<file path="src/sv/nsc_pkg.sv">
`timescale 1ns / 1ps

package nsc_pkg;

  // field and bus widths
  localparam int unsigned CharW  = 8;
  localparam int unsigned TagW   = 24;
  localparam int unsigned AddrW  = 4;
  localparam int unsigned DataW  = 32;
  localparam int unsigned IndexW = 2;

  // special bytes
  localparam logic [CharW-1:0] STAR_CHAR    = 8'h2A;
  localparam logic [CharW-1:0] NEWLINE_CHAR = 8'h0A;

  // register indexes
  localparam logic [IndexW-1:0] REG_TAG_FIRST  = 2'd0;
  localparam logic [IndexW-1:0] REG_TAG_SECOND = 2'd1;
  localparam logic [IndexW-1:0] REG_TAG_THIRD  = 2'd2;

  // tag reset values: GGA, RMC, ZDA
  localparam logic [TagW-1:0] TAG_FIRST_RST  = 24'h474741;
  localparam logic [TagW-1:0] TAG_SECOND_RST = 24'h524D43;
  localparam logic [TagW-1:0] TAG_THIRD_RST  = 24'h5A4441;

  // verdict codes
  localparam logic [1:0] STATUS_OK       = 2'd0;
  localparam logic [1:0] STATUS_NO_STAR  = 2'd1;
  localparam logic [1:0] STATUS_BAD_TEXT = 2'd2;
  localparam logic [1:0] STATUS_MISMATCH = 2'd3;

  // sentence kinds
  localparam logic [1:0] KIND_UNKNOWN = 2'd0;
  localparam logic [1:0] KIND_FIRST   = 2'd1;
  localparam logic [1:0] KIND_SECOND  = 2'd2;
  localparam logic [1:0] KIND_THIRD   = 2'd3;

  // checksum tail phases
  localparam logic [1:0] TAIL_DIGITS  = 2'd0;
  localparam logic [1:0] TAIL_NEWLINE = 2'd1;
  localparam logic [1:0] TAIL_BAD     = 2'd2;

  // tag registers as seen by the core
  typedef struct packed {
    logic [TagW-1:0] tag_first;
    logic [TagW-1:0] tag_second;
    logic [TagW-1:0] tag_third;
  } nsc_tags_t;

endpackage

</file>
<file path="src/sv/nsc_in_if.sv">
`timescale 1ns / 1ps

// byte channel into the checker
interface nsc_in_if;
  logic       valid;
  logic       ready;
  logic [7:0] char_in;
  logic       end_of_sentence;

  modport source (output valid, output char_in, output end_of_sentence, input ready);
  modport sink   (input valid, input char_in, input end_of_sentence, output ready);
endinterface

</file>
<file path="src/sv/nsc_out_if.sv">
`timescale 1ns / 1ps

// verdict channel out of the checker
interface nsc_out_if;
  logic       valid;
  logic       ready;
  logic [1:0] status;
  logic [1:0] sentence_kind;
  logic [7:0] computed_sum;
  logic [7:0] received_sum;

  modport source (output valid, output status, output sentence_kind,
                  output computed_sum, output received_sum, input ready);
  modport sink   (input valid, input status, input sentence_kind,
                  input computed_sum, input received_sum, output ready);
endinterface

</file>
<file path="src/sv/nsc_core.sv">
`timescale 1ns / 1ps

module nsc_core (
  input  logic               clk_i,
  input  logic               rst_ni,
  input  nsc_pkg::nsc_tags_t tags_i,
  nsc_in_if.sink             in_i,
  nsc_out_if.source          out_o
);

  // hex digit decode: {valid, value}
  function automatic logic [4:0] hex_digit(input logic [7:0] c);
    logic [4:0] r;
    r = 5'd0;
    if (c >= 8'h30 && c <= 8'h39) begin
      r = {1'b1, c[3:0]};
    end else if ((c >= 8'h41 && c <= 8'h46) || (c >= 8'h61 && c <= 8'h66)) begin
      r = {1'b1, c[3:0] + 4'd9};
    end
    return r;
  endfunction

  // input register
  logic       in_valid_q;
  logic [7:0] in_char_q;
  logic       in_eos_q;

  // sentence state
  logic [7:0]  xor_q, xor_d;
  logic        first_q, first_d;
  logic        star_q, star_d;
  logic [7:0]  hex_q, hex_d;
  logic        ovf_q, ovf_d;
  logic [1:0]  tail_q, tail_d;
  logic [15:0] recent_q, recent_d;
  logic [2:0]  hits_q, hits_d;
  logic [1:0]  fill_q, fill_d;

  // result register
  logic       out_valid_q, out_valid_d;
  logic [1:0] status_q, status_d;
  logic [1:0] kind_q, kind_d;
  logic [7:0] csum_q, csum_d;
  logic [7:0] rsum_q, rsum_d;

  logic        advance_s;
  logic [23:0] win_s;
  logic [4:0]  dig_s;

  assign advance_s = in_valid_q & (~out_valid_q | out_o.ready);
  assign in_i.ready = ~in_valid_q | advance_s;
  assign win_s = {recent_q, in_char_q};
  assign dig_s = hex_digit(in_char_q);

  // input register
  always_ff @(posedge clk_i or negedge rst_ni) begin
    if (!rst_ni) begin
      in_valid_q <= 1'b0;
    end else if (in_i.ready) begin
      in_valid_q <= in_i.valid;
    end
  end

  always_ff @(posedge clk_i) begin
    if (in_i.ready && in_i.valid) begin
      in_char_q <= in_i.char_in;
      in_eos_q  <= in_i.end_of_sentence;
    end
  end

  // per-byte update and verdict
  always_comb begin
    xor_d       = xor_q;
    first_d     = first_q;
    star_d      = star_q;
    hex_d       = hex_q;
    ovf_d       = ovf_q;
    tail_d      = tail_q;
    recent_d    = recent_q;
    hits_d      = hits_q;
    fill_d      = fill_q;
    out_valid_d = out_valid_q & ~out_o.ready;
    status_d    = nsc_pkg::STATUS_OK;
    kind_d      = nsc_pkg::KIND_UNKNOWN;
    csum_d      = '0;
    rsum_d      = '0;
    if (advance_s) begin
      // tag window over the last three bytes
      if (fill_q == 2'd2) begin
        if (win_s == tags_i.tag_first)  hits_d[0] = 1'b1;
        if (win_s == tags_i.tag_second) hits_d[1] = 1'b1;
        if (win_s == tags_i.tag_third)  hits_d[2] = 1'b1;
      end
      recent_d = win_s[15:0];
      if (fill_q != 2'd2) fill_d = fill_q + 2'd1;

      // checksum body and tail
      if (star_q) begin
        if (tail_q == nsc_pkg::TAIL_DIGITS) begin
          if (dig_s[4]) begin
            if (ovf_q || hex_q[7:4] != 4'd0) begin
              ovf_d = 1'b1;
              hex_d = 8'hFF;
            end else begin
              hex_d = {hex_q[3:0], dig_s[3:0]};
            end
          end else if (in_char_q == nsc_pkg::NEWLINE_CHAR) begin
            tail_d = nsc_pkg::TAIL_NEWLINE;
          end else begin
            tail_d = nsc_pkg::TAIL_BAD;
          end
        end
      end else if (in_char_q == nsc_pkg::STAR_CHAR) begin
        star_d = 1'b1;
      end else if (!first_q) begin
        xor_d = xor_q ^ in_char_q;
      end
      first_d = 1'b0;

      // verdict on the final byte
      if (in_eos_q) begin
        if (hits_d[0])      kind_d = nsc_pkg::KIND_FIRST;
        else if (hits_d[1]) kind_d = nsc_pkg::KIND_SECOND;
        else if (hits_d[2]) kind_d = nsc_pkg::KIND_THIRD;
        else                kind_d = nsc_pkg::KIND_UNKNOWN;

        if (kind_d == nsc_pkg::KIND_UNKNOWN)   status_d = nsc_pkg::STATUS_OK;
        else if (!star_d)                      status_d = nsc_pkg::STATUS_NO_STAR;
        else if (tail_d == nsc_pkg::TAIL_BAD)  status_d = nsc_pkg::STATUS_BAD_TEXT;
        else if (ovf_d || hex_d != xor_d)      status_d = nsc_pkg::STATUS_MISMATCH;
        else                                   status_d = nsc_pkg::STATUS_OK;

        csum_d      = xor_d;
        rsum_d      = star_d ? hex_d : 8'h00;
        out_valid_d = 1'b1;

        // back to the start of a sentence
        xor_d    = '0;
        first_d  = 1'b1;
        star_d   = 1'b0;
        hex_d    = '0;
        ovf_d    = 1'b0;
        tail_d   = nsc_pkg::TAIL_DIGITS;
        recent_d = '0;
        hits_d   = '0;
        fill_d   = '0;
      end
    end
  end

  // sentence state registers
  always_ff @(posedge clk_i or negedge rst_ni) begin
    if (!rst_ni) begin
      xor_q       <= '0;
      first_q     <= 1'b1;
      star_q      <= 1'b0;
      hex_q       <= '0;
      ovf_q       <= 1'b0;
      tail_q      <= nsc_pkg::TAIL_DIGITS;
      recent_q    <= '0;
      hits_q      <= '0;
      fill_q      <= '0;
      out_valid_q <= 1'b0;
    end else begin
      xor_q       <= xor_d;
      first_q     <= first_d;
      star_q      <= star_d;
      hex_q       <= hex_d;
      ovf_q       <= ovf_d;
      tail_q      <= tail_d;
      recent_q    <= recent_d;
      hits_q      <= hits_d;
      fill_q      <= fill_d;
      out_valid_q <= out_valid_d;
    end
  end

  // result word
  always_ff @(posedge clk_i) begin
    if (advance_s && in_eos_q) begin
      status_q <= status_d;
      kind_q   <= kind_d;
      csum_q   <= csum_d;
      rsum_q   <= rsum_d;
    end
  end

  assign out_o.valid         = out_valid_q;
  assign out_o.status        = status_q;
  assign out_o.sentence_kind = kind_q;
  assign out_o.computed_sum  = csum_q;
  assign out_o.received_sum  = rsum_q;

`ifndef SYNTH
  // state is back at sentence start after a final byte
  a_clear_after_eos: assert property (@(posedge clk_i) disable iff (!rst_ni)
    advance_s && in_eos_q |=> first_q && !star_q && hits_q == 3'd0 && fill_q == 2'd0)
    else $error("sentence state not cleared after final byte");

  // saturation pins the received value
  a_ovf_sat: assert property (@(posedge clk_i) disable iff (!rst_ni)
    ovf_q |-> hex_q == 8'hFF)
    else $error("checksum overflow without saturation");

  // tail state only moves once a star is seen
  a_tail_needs_star: assert property (@(posedge clk_i) disable iff (!rst_ni)
    !star_q |-> hex_q == 8'h00 && tail_q == nsc_pkg::TAIL_DIGITS && !ovf_q)
    else $error("checksum tail active without star");

  // window fill saturates at two bytes
  a_fill_range: assert property (@(posedge clk_i) disable iff (!rst_ni)
    fill_q != 2'd3)
    else $error("tag window fill out of range");

  // a finished word is never dropped by a new verdict
  a_no_overwrite: assert property (@(posedge clk_i) disable iff (!rst_ni)
    out_valid_q && !out_o.ready |=> out_valid_q)
    else $error("pending verdict lost");
`endif

endmodule

</file>
<file path="src/flat_wrapper.sv">
// flat-port wrapper written by rule: the top's interface ports become plain ports
module nsc_core_flat 
  (clk_i, rst_ni, tags_i, in_i_valid, in_i_char_in, in_i_end_of_sentence, in_i_ready, out_o_valid, out_o_status, out_o_sentence_kind, out_o_computed_sum, out_o_received_sum, out_o_ready);
  nsc_in_if in_i_i ();
  nsc_out_if out_o_i ();
  input  logic clk_i;
  input  logic rst_ni;
  input  nsc_pkg::nsc_tags_t tags_i;
  input wire logic [$bits(in_i_i.valid)-1:0] in_i_valid;
  input wire logic [$bits(in_i_i.char_in)-1:0] in_i_char_in;
  input wire logic [$bits(in_i_i.end_of_sentence)-1:0] in_i_end_of_sentence;
  output wire logic [$bits(in_i_i.ready)-1:0] in_i_ready;
  output wire logic [$bits(out_o_i.valid)-1:0] out_o_valid;
  output wire logic [$bits(out_o_i.status)-1:0] out_o_status;
  output wire logic [$bits(out_o_i.sentence_kind)-1:0] out_o_sentence_kind;
  output wire logic [$bits(out_o_i.computed_sum)-1:0] out_o_computed_sum;
  output wire logic [$bits(out_o_i.received_sum)-1:0] out_o_received_sum;
  input wire logic [$bits(out_o_i.ready)-1:0] out_o_ready;
  assign in_i_i.valid = in_i_valid;
  assign in_i_i.char_in = in_i_char_in;
  assign in_i_i.end_of_sentence = in_i_end_of_sentence;
  assign in_i_ready = in_i_i.ready;
  assign out_o_valid = out_o_i.valid;
  assign out_o_status = out_o_i.status;
  assign out_o_sentence_kind = out_o_i.sentence_kind;
  assign out_o_computed_sum = out_o_i.computed_sum;
  assign out_o_received_sum = out_o_i.received_sum;
  assign out_o_i.ready = out_o_ready;
  nsc_core u_core (.clk_i(clk_i), .rst_ni(rst_ni), .tags_i(tags_i), .in_i(in_i_i), .out_o(out_o_i));
endmodule
</file>
<file path="config.mk">
export PLATFORM = sky130hd
export DESIGN_NAME = nsc_core_flat
export DESIGN_NICKNAME = d
export VERILOG_FILES = /design/src/sv/nsc_pkg.sv /design/src/sv/nsc_in_if.sv /design/src/sv/nsc_out_if.sv /design/src/sv/nsc_core.sv /design/src/flat_wrapper.sv
export SDC_FILE = /design/constraint.sdc
export NUM_CORES = 1
export LEC_CHECK = 0
export ABC_CLOCK_PERIOD_IN_PS = 6000
export BUFFER_PORTS_ARGS = -buffer_cell sky130_fd_sc_hd__buf_4
export CAP_MARGIN = 20
export CORE_ASPECT_RATIO = 0.6
export CORE_MARGIN = 10
export CORE_UTILIZATION = 58
export CTS_BUF_LIST = sky130_fd_sc_hd__clkbuf_16
export DETAILED_ROUTE_END_ITERATION = 10
export PLACE_DENSITY = 0.94
export SYNTH_ARGS = -nofsm -noshare
export SYNTH_HDL_FRONTEND = slang
export SYNTH_SLANG_ARGS = --single-unit
export TNS_END_PERCENT = 5
</file>
<file path="constraint.sdc">
create_clock -name clk_i -period 6 [get_ports clk_i]
set_clock_uncertainty 0.1 [all_clocks]
set_input_delay 0.9 -clock clk_i [delete_from_list [all_inputs] [get_ports clk_i]]
set_output_delay 0.9 -clock clk_i [all_outputs]
set_load 0.03 [all_outputs]
</file>
==> metrics.md, run 1 <==
| Metric | Value |
|---|---|
| Status | finished, final reports clean |
| Synth area leader | dfrtp_1 |
| Hold-fix buffers at CTS | 0 |
| H-tree depth | 3 |
| Synth-to-Final Area Change | 25.7% |
| Clk Latency, worst-skew pair | 0.35 ns |
| Mean Syn Cell Area | 9.79 sq um |
| M1 wire length | 5530 um |
| CP max stage delay | ~0.6 ns |
| Worst-Margin Slew | 0.756 ns |
| Fin util | about three quarters |
| WP data required | 5.97 ns |
| Top cell type's share of synthesized area | around 25% |
| Ratio of final minimum period to clock period | 59.0% |
| Die height | 86.4 um |
| WL met3 | roughly 1600 um |
| Final Hold Vio Count | 0 |
| Max Used Layer | met4 |
| TritonRoute pass-1 iters | 5 |
| Via/cell ratio | 6.04 |
| Die Wd | 131 um |
| Top-count cell post-synth | nand2_1 |
| Post CTS Setup Buffer Count | 0 |
| Buffers on Ports | 106 |
| Clk root buf | clkbuf_16 |
| Final net count | 619 |
| Sw Ratio | 32.4% |
| Die area | 0.0113 sq mm |
| Crit-path cells | inv_1 > ha_1 > or3b_2 > nand4b_1 > o21a_4 > nor2_8 > mux2i_1 > xor2_1 > a2111oi_2 > a31oi_1 |
| Row cnt | 24 |
| Max-slew violation count | 0 |
| Min-delay worst type | reg -> reg |
| Routability congestion estimate | 0.942 |
| Total grt overflow | 0 |
| Crit path DAT | 3.51 ns |
| Synth unique cells | 52 |
| Antenna violations before repair | 0 |
| DR iter-0 viols | 436 |
| Post-DP HPWL | 10,500 um |
| Pint | 1.01 mW |
| Flop pwr share | 42.8% |
| Post-synth top flop | dfrtp_1 |
| Ant. Diodes | 0 |
| Power Dens Cells | 277 mW/mm^2 |
| Power Total | about 1.5 mW |
| CP Class | reg -> reg |
| Leading post-synthesis cells by instance count | nand2_1 (62), dfrtp_1 (43), xnor2_1 (42), xor2_1 (42), nor2_1 (33) |
| Syn nets | 526 |
| Mapped Area | roughly 0.0043 sq mm |
| GRT Overall Usage | about a quarter |
| Flops & latches, synth | 73 |
| Routed Antenna Nets | 0 |
| Switching power | a little under 0.5 mW |
| Total number of vias | 3,775 |
| Slew headroom | 49.6% |
| First-pass GRT wire length | 20,800 um |
| Register area | 0.00197 sq mm |
| DRT Wirelength | ~14,000 um |
| TritonCTS buffer count | 9 |
| Synth area leaders | dfrtp_1 (25%), edfxtp_1 (20%), xnor2_1 (8.6%) |
| Share of cells above drive strength 1 | 25.1% |
| Combinational Power Share | 21.6% |
| Clk slew on worst S/H paths | 0.06 ns |
| Max Freq | around 280 MHz |
| Vias in the first global route | approximately 3,800 |
| CTS tree | yes |
| Pin count of the biggest net entering global routing | between 40 and 50 |
| Sequential share of the synthesized area | a little under half |
| CTS sink count | 73 |
| Crit path max-delay family | compound AO/OA/AOI/OAI gates |
| Synth Instances | 436 |
| Filler Cells Inserted | 524 |
| Synth Warn # | 0 |
| Slowest cell on the critical path | edfxtp_1 |
| Part of the power in the clock network | 35.5% |
| Count of flip-flops with a built-in enable after synthesis | 29 |
| Type of origin of the critical path | register |
| MaxCap Viol Count | 0 |
| Worst-path fanout max | 10 |
| I/O pins | 107 |
| Buf/Inv on CP | 1 |
| Core Footprint | 0.00721 sq mm |
| RSZ-0062 raised after global routing | no |
| Cell leakage power | 2.32 nW |
| Drt wl/cell | 21.8 um |
| Final min period | 3.54 ns |
| Peak supply drop | 0.252 mV |
| Drt drc | 0 |
| Multi-input combinational cell area | 0.00215 sq mm |
| Final setup fails | 0 |
| Setup TNS | 0 ns |
| WL met2 | 6280 um |
| CTS resizes | 0 |
| CP Capture Type | register |
| Clock Path Buffers | 2 |
| Initial Utilization | between 50 and 60% |
| Ys async rst share | 60.3% |
-- area by class of cell --
type	instances	share of cell area, %
inverter	7	0.490
multi-input combinational	330	40.1
tap	91	2.12
clock buffer	9	4.20
clock inverter	7	1.24
timing repair buffer	108	15.1
sequential	73	36.8
-- worst reg2reg max path, cell delays in order, from the launching register on --
cell	delay, ns
edfxtp_1	0.60
inv_1	0.23
ha_1	0.28
or3b_2	0.20
nand4b_1	0.20
o21a_4	0.32
nor2_8	0.18
mux2i_1	0.34
xor2_1	0.13
a2111oi_2	0.54
a31oi_1	0.17
-- per-stage QoR --
stage               setup WS (ns)  hold WS, ns  instances  area, sq um
global route                 2.29        0.396        625         5370
CTS                          2.58        0.374        625         5370
detailed placement           2.35        0.363        609         5070
floorplan                    3.03        0.339        436         4270
global placement             2.45        0.348        609         5070
finish                       2.46        0.377        625         5370
-- per-layer routing --
layer	vias up	GRT usage, %
li1	1696	-
met4	0	7.24
met5	-	0
met2	225	37.3
met3	24	8.54
met1	1830	31.9
-- final timing paths --
check                                     from                endpoint  slack [ns]  depth (start not counted)
setup / recovery           u_core.in_char_q[0]  u_core.out_o.status[1]        2.46                         10
hold / removal                  u_core.first_q          u_core.first_q        0.38                          2
setup reg to reg           u_core.in_char_q[0]  u_core.out_o.status[1]        2.46                         10
hold reg to reg                 u_core.first_q          u_core.first_q        0.38                          2
max in group asynchronous               rst_ni        u_core.fill_q[0]        4.95                          1
min in group asynchronous               rst_ni     u_core.recent_q[11]        0.45                          1
-- cell usage in the layout, fill, tap and decap left out, types with 2 or more instances in the layout --
cell type and n:
clkbuf_16 9, nor2b_1 3, and2_1 3, inv_1 6, a41oi_1 2, nand2b_1 5
nand3b_1 14, o211ai_1 3, xnor2_1 42, ha_1 5, mux2i_1 3, nor2_1 33
nor4_1 8, nor3_1 13, o31ai_1 5, dfrtp_1 43, inv_6 4, o21bai_1 3
a21oi_1 10, a31oi_1 4, xor2_1 42, inv_8 2, edfxtp_1 29, and3_1 2
o21ai_0 25, or3b_2 2, o2bb2ai_1 2, nand4_1 9, nand2_1 62, nand3_1 8
nor3b_1 4, buf_4 108
-- state kept, by name, indices dropped and copies added (netlist names), 3 cells and up --
signal                     flops
u_core.hex_q                   8
u_core.hits_q                  3
u_core.in_char_q               8
u_core.out_o.computed_sum      8
u_core.out_o.received_sum      8
u_core.recent_q               16
u_core.xor_q                   8
-- power groups by stage --
stage | Sequential [mW] | Clock, mW | Combinational (mW)
finish | 0.637 | 0.528 | 0.322
CTS | 0.634 | 0.529 | 0.318
global route | 0.641 | 0.555 | 0.350
detailed placement | 0.643 | 0 | 0.317
global placement | 0.638 | 0 | 0.302
floorplan | 0.620 | 0 | 0.209
-- logic make-up (layout without fill, tap and decap cells) --
kind of cell / count (synthesis) / count (layout) / share of synthesized area (%)
buf+inv: 33 / 131 / 3.40
compound gates: 66 / 66 / 10.1
mux: 3 / 3 / 0.704
xor+xnor: 84 / 84 / 17.2
simple gates: 172 / 172 / 20.8
flops: 73 / 73 / 46.2
fa+ha+maj: 5 / 5 / 1.47
Note: power is estimated with default switching activity, not from simulation.
==> run 2: changes to the inputs <==
- ABC_CLOCK_PERIOD_IN_PS: 6000 -> 3550
- CORE_UTILIZATION: 58 -> 54
- PLACE_DENSITY: 0.94 -> 0.89
- clock period: 6 -> 3.55 ns (I/O delays scaled with it)
==> run 2 against run 1 <==
  * Global-route usage shrank 1.6 points
  * Core utilization shrank 1.1 points
  * Sequential power grew 68%
  * Setup slack lost 2.2 ns
  * Sequential cell count is the same
  * Cell count grew 3.7%
  * Sequential share of layout area shrank 0.80 points
  * Non-clock buffer count grew 10
==> metrics.md, run 2 (synthesized netlist as in run 1, its figures left out) <==
| Metric | Value |
|---|---|
| Depth of the most critical reg-to-reg path | 10 |
| Post-route insts no fill | between 600 and 700 |
| Die Wd | 135 um |
| Vias in the first global route | 3,819 |
| Filler Cells Inserted | 536 |
| MaxCap Viol Count | 0 |
| Type of origin of the critical path | register |
| RSZ-0062 raised after global routing | no |
| Status | finished, final reports clean |
| WL met3 | 1970 um |
| Commonest non-fill, non-tap cell in the layout | buf_4 |
| CP Capture Type | register |
| Clock Path Buffers | 2 |
| Share of cells above drive strength 1 | between 20% and 30% |
| Most flops, register | u_core.recent_q |
| Worst-Margin Slew | ~0.59 ns |
| I/O pins | ~110 |
| Setup TNS | 0 ns |
| Crit path DAT | 3.21 ns |
| GRT Overall Usage | 22.8% |
| Worst-path fanout max | 10 |
| Drt drc | 0 |
| CP Class | reg -> reg |
| Peak supply drop | 0.315 mV |
| Ant. Diodes | 0 |
| Final Hold Vio Count | 0 |
| Hold-fix buffers at CTS | 0 |
| Worst reg-to-reg setup slack | 0.30 ns |
| Fin util | between 70% and 80% |
| Slew headroom | 60.1% |
| Max-slew violation count | 0 |
| Initial Utilization | 57.1% |
| Via/cell ratio | 5.87 |
| Buffers on Ports | 106 |
| Total grt overflow | 0 |
| Routability congestion estimate | 0.954 |
| Clk Latency, worst-skew pair | 0.34 ns |
| Post-route cell area | 0.00548 sq mm |
| Clk root buf | clkbuf_16 |
| Die area | 0.0120 sq mm |
| Ratio of final minimum period to clock period | between 90% and 100% |
| Pin count of the biggest net entering global routing | 45 |
| Max Used Layer | met4 |
| First-pass GRT wire length | 20,900 um |
| Antenna violations before repair | 0 |
| WP data required | 3.51 ns |
| Final hold slack | approximately 0.096 ns |
| Reg2reg start | u_core.in_char_q[0] |
| Power Dens Cells | 475 mW/mm^2 |
| Core Footprint | 0.00748 sq mm |
| CTS sink count | 73 |
| Largest register FFs | 16 |
| PnR worst setup slack | 0.296 ns |
| Synth-to-Final Area Change | 28.5% |
| Clk slew on worst S/H paths | about 0.060 ns |
| Cell leakage power | 2.37 nW |
| Drt wl/cell | 20.8 um |
| Worst-case setup slack after placement | between 0.2 and 0.3 ns |
| Power Total | 2.60 mW |
| Post-DP HPWL | 10,600 um |
| CTS tree | yes |
| Max Freq | 307 MHz |
| Placed Cells | 629 |
| M1 wire length | 5420 um |
| TritonRoute pass-1 iters | 5 |
| Most frequent cells in the layout | buf_4 (118), nand2_1 (62), dfrtp_1 (43) |
| DR iter-0 viols | 443 |
| Min-delay worst type | in -> async |
| H-tree depth | 3 |
| R2R Path End | u_core.out_o.status[1] |
| Die height | 88.9 um |
| CP startpoint | u_core.in_char_q[0] |
| WL met2 | 5890 um |
| Row cnt | 24 |
| Final net count | 629 |
| Routed Antenna Nets | 0 |
| DRT Wirelength | 13,500 um |
| Total number of vias | 3,801 |
| TritonCTS buffer count | 9 |
| Final min period | about 3.3 ns |
| Final setup fails | 0 |
| Placed Area | 0.00514 sq mm |
## run 2: area by class of cell
type	count	area, sq um	area share (%)
clock buffers	9	225	4.11
clock inverters	7	93.8	1.71
inverters	7	26.3	0.479
multi-input cells	330	2150	39.2
flip-flops and latches	73	1970	36.0
well taps	104	130	2.37
repair buffers	118	886	16.2
## run 2: what timing repair did
item | 4_1_cts | 5_1_grt
endpoints found under the setup margin | 0 | 2
setup buffers | 0 | 3
gates resized for setup | 0 | 1
hold endpoints to repair | 0 | 0
## run 2: report_power, final
group	switching [mW]	leakage [nW]	internal, mW
logic	0.320	1.35	0.256
clock network	0.346	0.153	0.614
registers	0.105	0.870	0.962
total	0.771	2.37	1.83
## run 2: worst max path at each step
stage	endpoint	slack, ns	depth (start not counted)
floorplan	u_core.out_o.status[0]	0.58	11
global placement	u_core.out_o.status[1]	0.34	10
detailed placement	u_core.out_o.status[1]	0.26	10
CTS	u_core.out_o.status[1]	0.25	10
global route	u_core.out_o.status[1]	0.06	10
finish	u_core.out_o.status[1]	0.30	10
## run 2: routing by layer
layer  global-route usage (%)  up-vias
met3                     9.84       30
met5                        0        -
met2                     34.9      247
met1                     29.6     1804
li1                         -     1720
met4                     4.72        0
## run 2: worst max-delay path, cell delays in order, from the launching register on
cell and delay [ns]:
edfxtp_1 0.50, inv_1 0.21, ha_1 0.22, or3b_2 0.46, nand4b_1 0.19, o21a_4 0.21, nor2_8 0.06, mux2i_1 0.25
xor2_1 0.12, a2111oi_2 0.48, a31oi_1 0.17
==> run 3: changes to the inputs <==
- ABC_AREA: unset -> 1
- CELL_PAD_IN_SITES_DETAIL_PLACEMENT: unset -> 1
- CELL_PAD_IN_SITES_GLOBAL_PLACEMENT: unset -> 1
- CORE_UTILIZATION: 54 -> 40
==> run 3 against run 2 <==
  * Core utilization is 20 points lower
  * Via count grew 17%
  * Largest power group unchanged
  * Die area increased by 33%
  * Highest routed layer unchanged
  * Synthesized cell count grew 22%
  * Wire length is 31% higher
  * Sequential power is essentially flat
  * Register-to-register slack better by 0.21 ns
  * Critical path depth grew 6
  * Largest cell class unchanged
  * Fmax up 7.0%
==> metrics.md, run 3 <==
| Metric | Value |
|---|---|
| Status | finished, final reports clean |
| Max-slew violation count | 0 |
| MaxCap Viol Count | 0 |
| Mean Syn Cell Area | roughly 8.4 sq um |
| Max Freq | 329 MHz |
| Crit path max-delay family | simple AND/OR/NAND/NOR gates |
| Top cell type's share of synthesized area | about a quarter |
| Worst reg-to-reg setup slack | 0.51 ns |
| TritonRoute pass-1 iters | 5 |
| CTS sink count | 73 |
| Placed Area | 0.00539 sq mm |
| Pint | ~1.8 mW |
| Cell leakage power | between 2 and 3 nW |
| First-pass GRT wire length | 27,400 um |
| Vias in the first global route | between 4,000 and 5,000 |
| Final net count | 729 |
| DRT Wirelength | 17,700 um |
| Routed Antenna Nets | 0 |
| Slew headroom | 49.7% |
| Type of origin of the critical path | register |
| Antenna violations before repair | 0 |
| TritonCTS buffer count | 9 |
| Setup TNS | 0 ns |
| Pin count of the biggest net entering global routing | between 40 and 50 |
| WP data required | 3.55 ns |
| Synth Warn # | 0 |
| GRT Overall Usage | between 20% and 30% |
| Clk slew on worst S/H paths | 0.06 ns |
| Synth-to-Final Area Change | 27.6% |
| Drt drc | 0 |
| Reg2reg start | u_core.in_char_q[0] |
| Flops & latches, synth | 73 |
| H-tree depth | 3 |
| Sequential share of the synthesized area | 44.2% |
| Crit path DAT | 3.04 ns |
| R2R Path End | u_core.out_o.status[0] |
| Count of flip-flops with a built-in enable after synthesis | 29 |
| Die height | 102 um |
| Post-DP HPWL | 14,100 um |
| Commonest non-fill, non-tap cell in the layout | buf_4 |
| Power Total | 2.73 mW |
| Power Dens Cells | 480 mW/mm^2 |
| Total number of vias | 4,445 |
| Most frequent cells in the layout | buf_4 (111), nand2_1 (92), inv_1 (64) |
| Buffers on Ports | between 100 and 150 |
| Die area | 0.0159 sq mm |
| Largest register FFs | 16 |
| I/O pins | 107 |
| Leading post-synthesis cells by instance count | nand2_1 (92), inv_1 (64), nor2_1 (46) |
| Crit-path cells | inv_1 > ha_1 > nand2_1 > nor2_1 > a21oi_2 > nand2_1 > nand2_1 > nand2_1 > inv_1 > nand2_1 > nand2_1 > nand3_2 > nor2_2 > nand2_1 > nand2_1 > a21oi_2 |
| Depth of the most critical reg-to-reg path | 16 |
| Worst-path fanout max | 13 |
| CP Capture Type | register |
| Slowest cell on the critical path | a21oi_2 |
| RSZ-0062 raised after global routing | no |
| Final setup fails | 0 |
| Syn nets | 620 |
| CP Class | reg -> reg |
| Post-route insts no fill | around 780 |
| Post-route cell area | 0.00569 sq mm |
| Drt wl/cell | 22.6 um |
| Row cnt | 29 |
| Cell repeated most along the worst path | nand2_1 |
| Most flops, register | u_core.recent_q |
| Switching power | around 0.95 mW |
| Ys async rst share | approximately three fifths |
| Die Wd | 156 um |
| Total grt overflow | 0 |
| Final min period | 3.04 ns |
| Ratio of final minimum period to clock period | 85.7% |
| Sw Ratio | 34.7% |
| Flop pwr share | 38.5% |
| Share of cells above drive strength 1 | 28.1% |
| Top-count cell post-synth | nand2_1 |
| Post CTS Setup Buffer Count | 0 |
| Part of the power in the clock network | between 30 and 40% |
| Initial Utilization | approximately 42% |
| CTS resizes | 0 |
| CTS tree | yes |
| DR iter-0 viols | 291 |
| Hold-fix buffers at CTS | 0 |
| Mapped Area | 0.00446 sq mm |
| Combinational Power Share | 27.7% |
| Synth Instances | 530 |
| Peak supply drop | 0.249 mV |
| Clk root buf | clkbuf_16 |
| Placed Cells | between 700 and 800 |
| Final Hold Vio Count | 0 |
| Buf/Inv on CP | 2 |
| Via/cell ratio | between 5 and 6 |
| Clk Latency, worst-skew pair | 0.35 ns |
| Post-synth top flop | dfrtp_1 |
| Worst-Margin Slew | 0.748 ns |
| Ant. Diodes | 0 |
| Core Footprint | ~0.011 sq mm |
| Clock Path Buffers | 2 |
| CP max stage delay | 0.51 ns |
| Synth area leaders | dfrtp_1 (24%), edfxtp_1 (20%), nand2_1 (7.7%) |
| Min-delay worst type | in -> async |
| Routability congestion estimate | between 0.9 and 1 |
| Synth unique cells | 48 |
| Synth area leader | dfrtp_1 |
run 3: kinds of logic (layout without fill, tap and decap cells):
logic type / Yosys count / in the layout / share of synthesized area (%)
AND/OR/NAND/NOR: 235 / 235 / 26.7
AO/OA/AOI/OAI: 105 / 105 / 14.6
buffers and inverters: 86 / 200 / 7.88
flip-flops: 73 / 73 / 44.2
XOR/XNOR: 25 / 25 / 4.91
adder cells (fa/ha/maj): 5 / 5 / 1.40
multiplexers: 1 / 1 / 0.253
run 3: how the worst max path moves through the flow:
stage / startpoint / endpoint / cells after the start
after floorplan: out_o_ready / u_core.out_o.received_sum[0] / 8
after global placement: u_core.in_char_q[0] / u_core.out_o.status[1] / 16
after detailed placement: u_core.in_char_q[0] / u_core.out_o.status[0] / 16
after CTS: u_core.in_char_q[0] / u_core.out_o.status[0] / 16
after global routing: u_core.in_char_q[0] / u_core.out_o.status[1] / 16
final: u_core.in_char_q[0] / u_core.out_o.status[0] / 16
run 3: cell type report:
| cell class | instances | area, sq um |
|---|---|---|
| clock buffer | 9 | 225 |
| clock inverter | 7 | 70.1 |
| fill | 1291 | 5050 |
| inverter | 73 | 277 |
| multi-input combinational | 371 | 2140 |
| sequential | 73 | 1970 |
| tap | 139 | 174 |
| timing repair buffer | 111 | 833 |
run 3: power groups by stage:
stage                     logic (mW)  clock network [mW]  registers, mW
after floorplan                0.425                   0           1.06
after global placement         0.699                   0           1.05
after detailed placement       0.736                   0           1.06
after CTS                      0.748               0.933           1.05
after global routing           0.830               0.967           1.06
final                          0.756               0.924           1.05
run 3: through the flow:
step	setup WS [ns]	util (%)	hold slack, ns
6_report	0.509	53.0	0.0881
5_1_grt	0.214	53.0	0.131
4_1_cts	0.555	53.0	0.117
3_5_place_dp	0.638	50.2	0.433
3_3_place_gp	0.839	50.2	0.393
2_1_floorplan	1.01	-	0.137
run 3: metal layers:
layer	global-route usage, %	up-vias	wire length [um]
met4	4.55	0	163
li1	-	2023	-
met2	34.8	160	7930
met5	0	-	0
met3	7.24	15	1460
met1	30.1	2247	8170
run 3: worst register-to-register path, stage by stage (launching register included):
cell and delay (ns):
edfxtp_1 0.41, inv_1 0.25, ha_1 0.30, nand2_1 0.10, nor2_1 0.07, a21oi_2 0.51, nand2_1 0.12, nand2_1 0.11
nand2_1 0.09, inv_1 0.13, nand2_1 0.07, nand2_1 0.07, nand3_2 0.08, nor2_2 0.16, nand2_1 0.08, nand2_1 0.09
a21oi_2 0.05
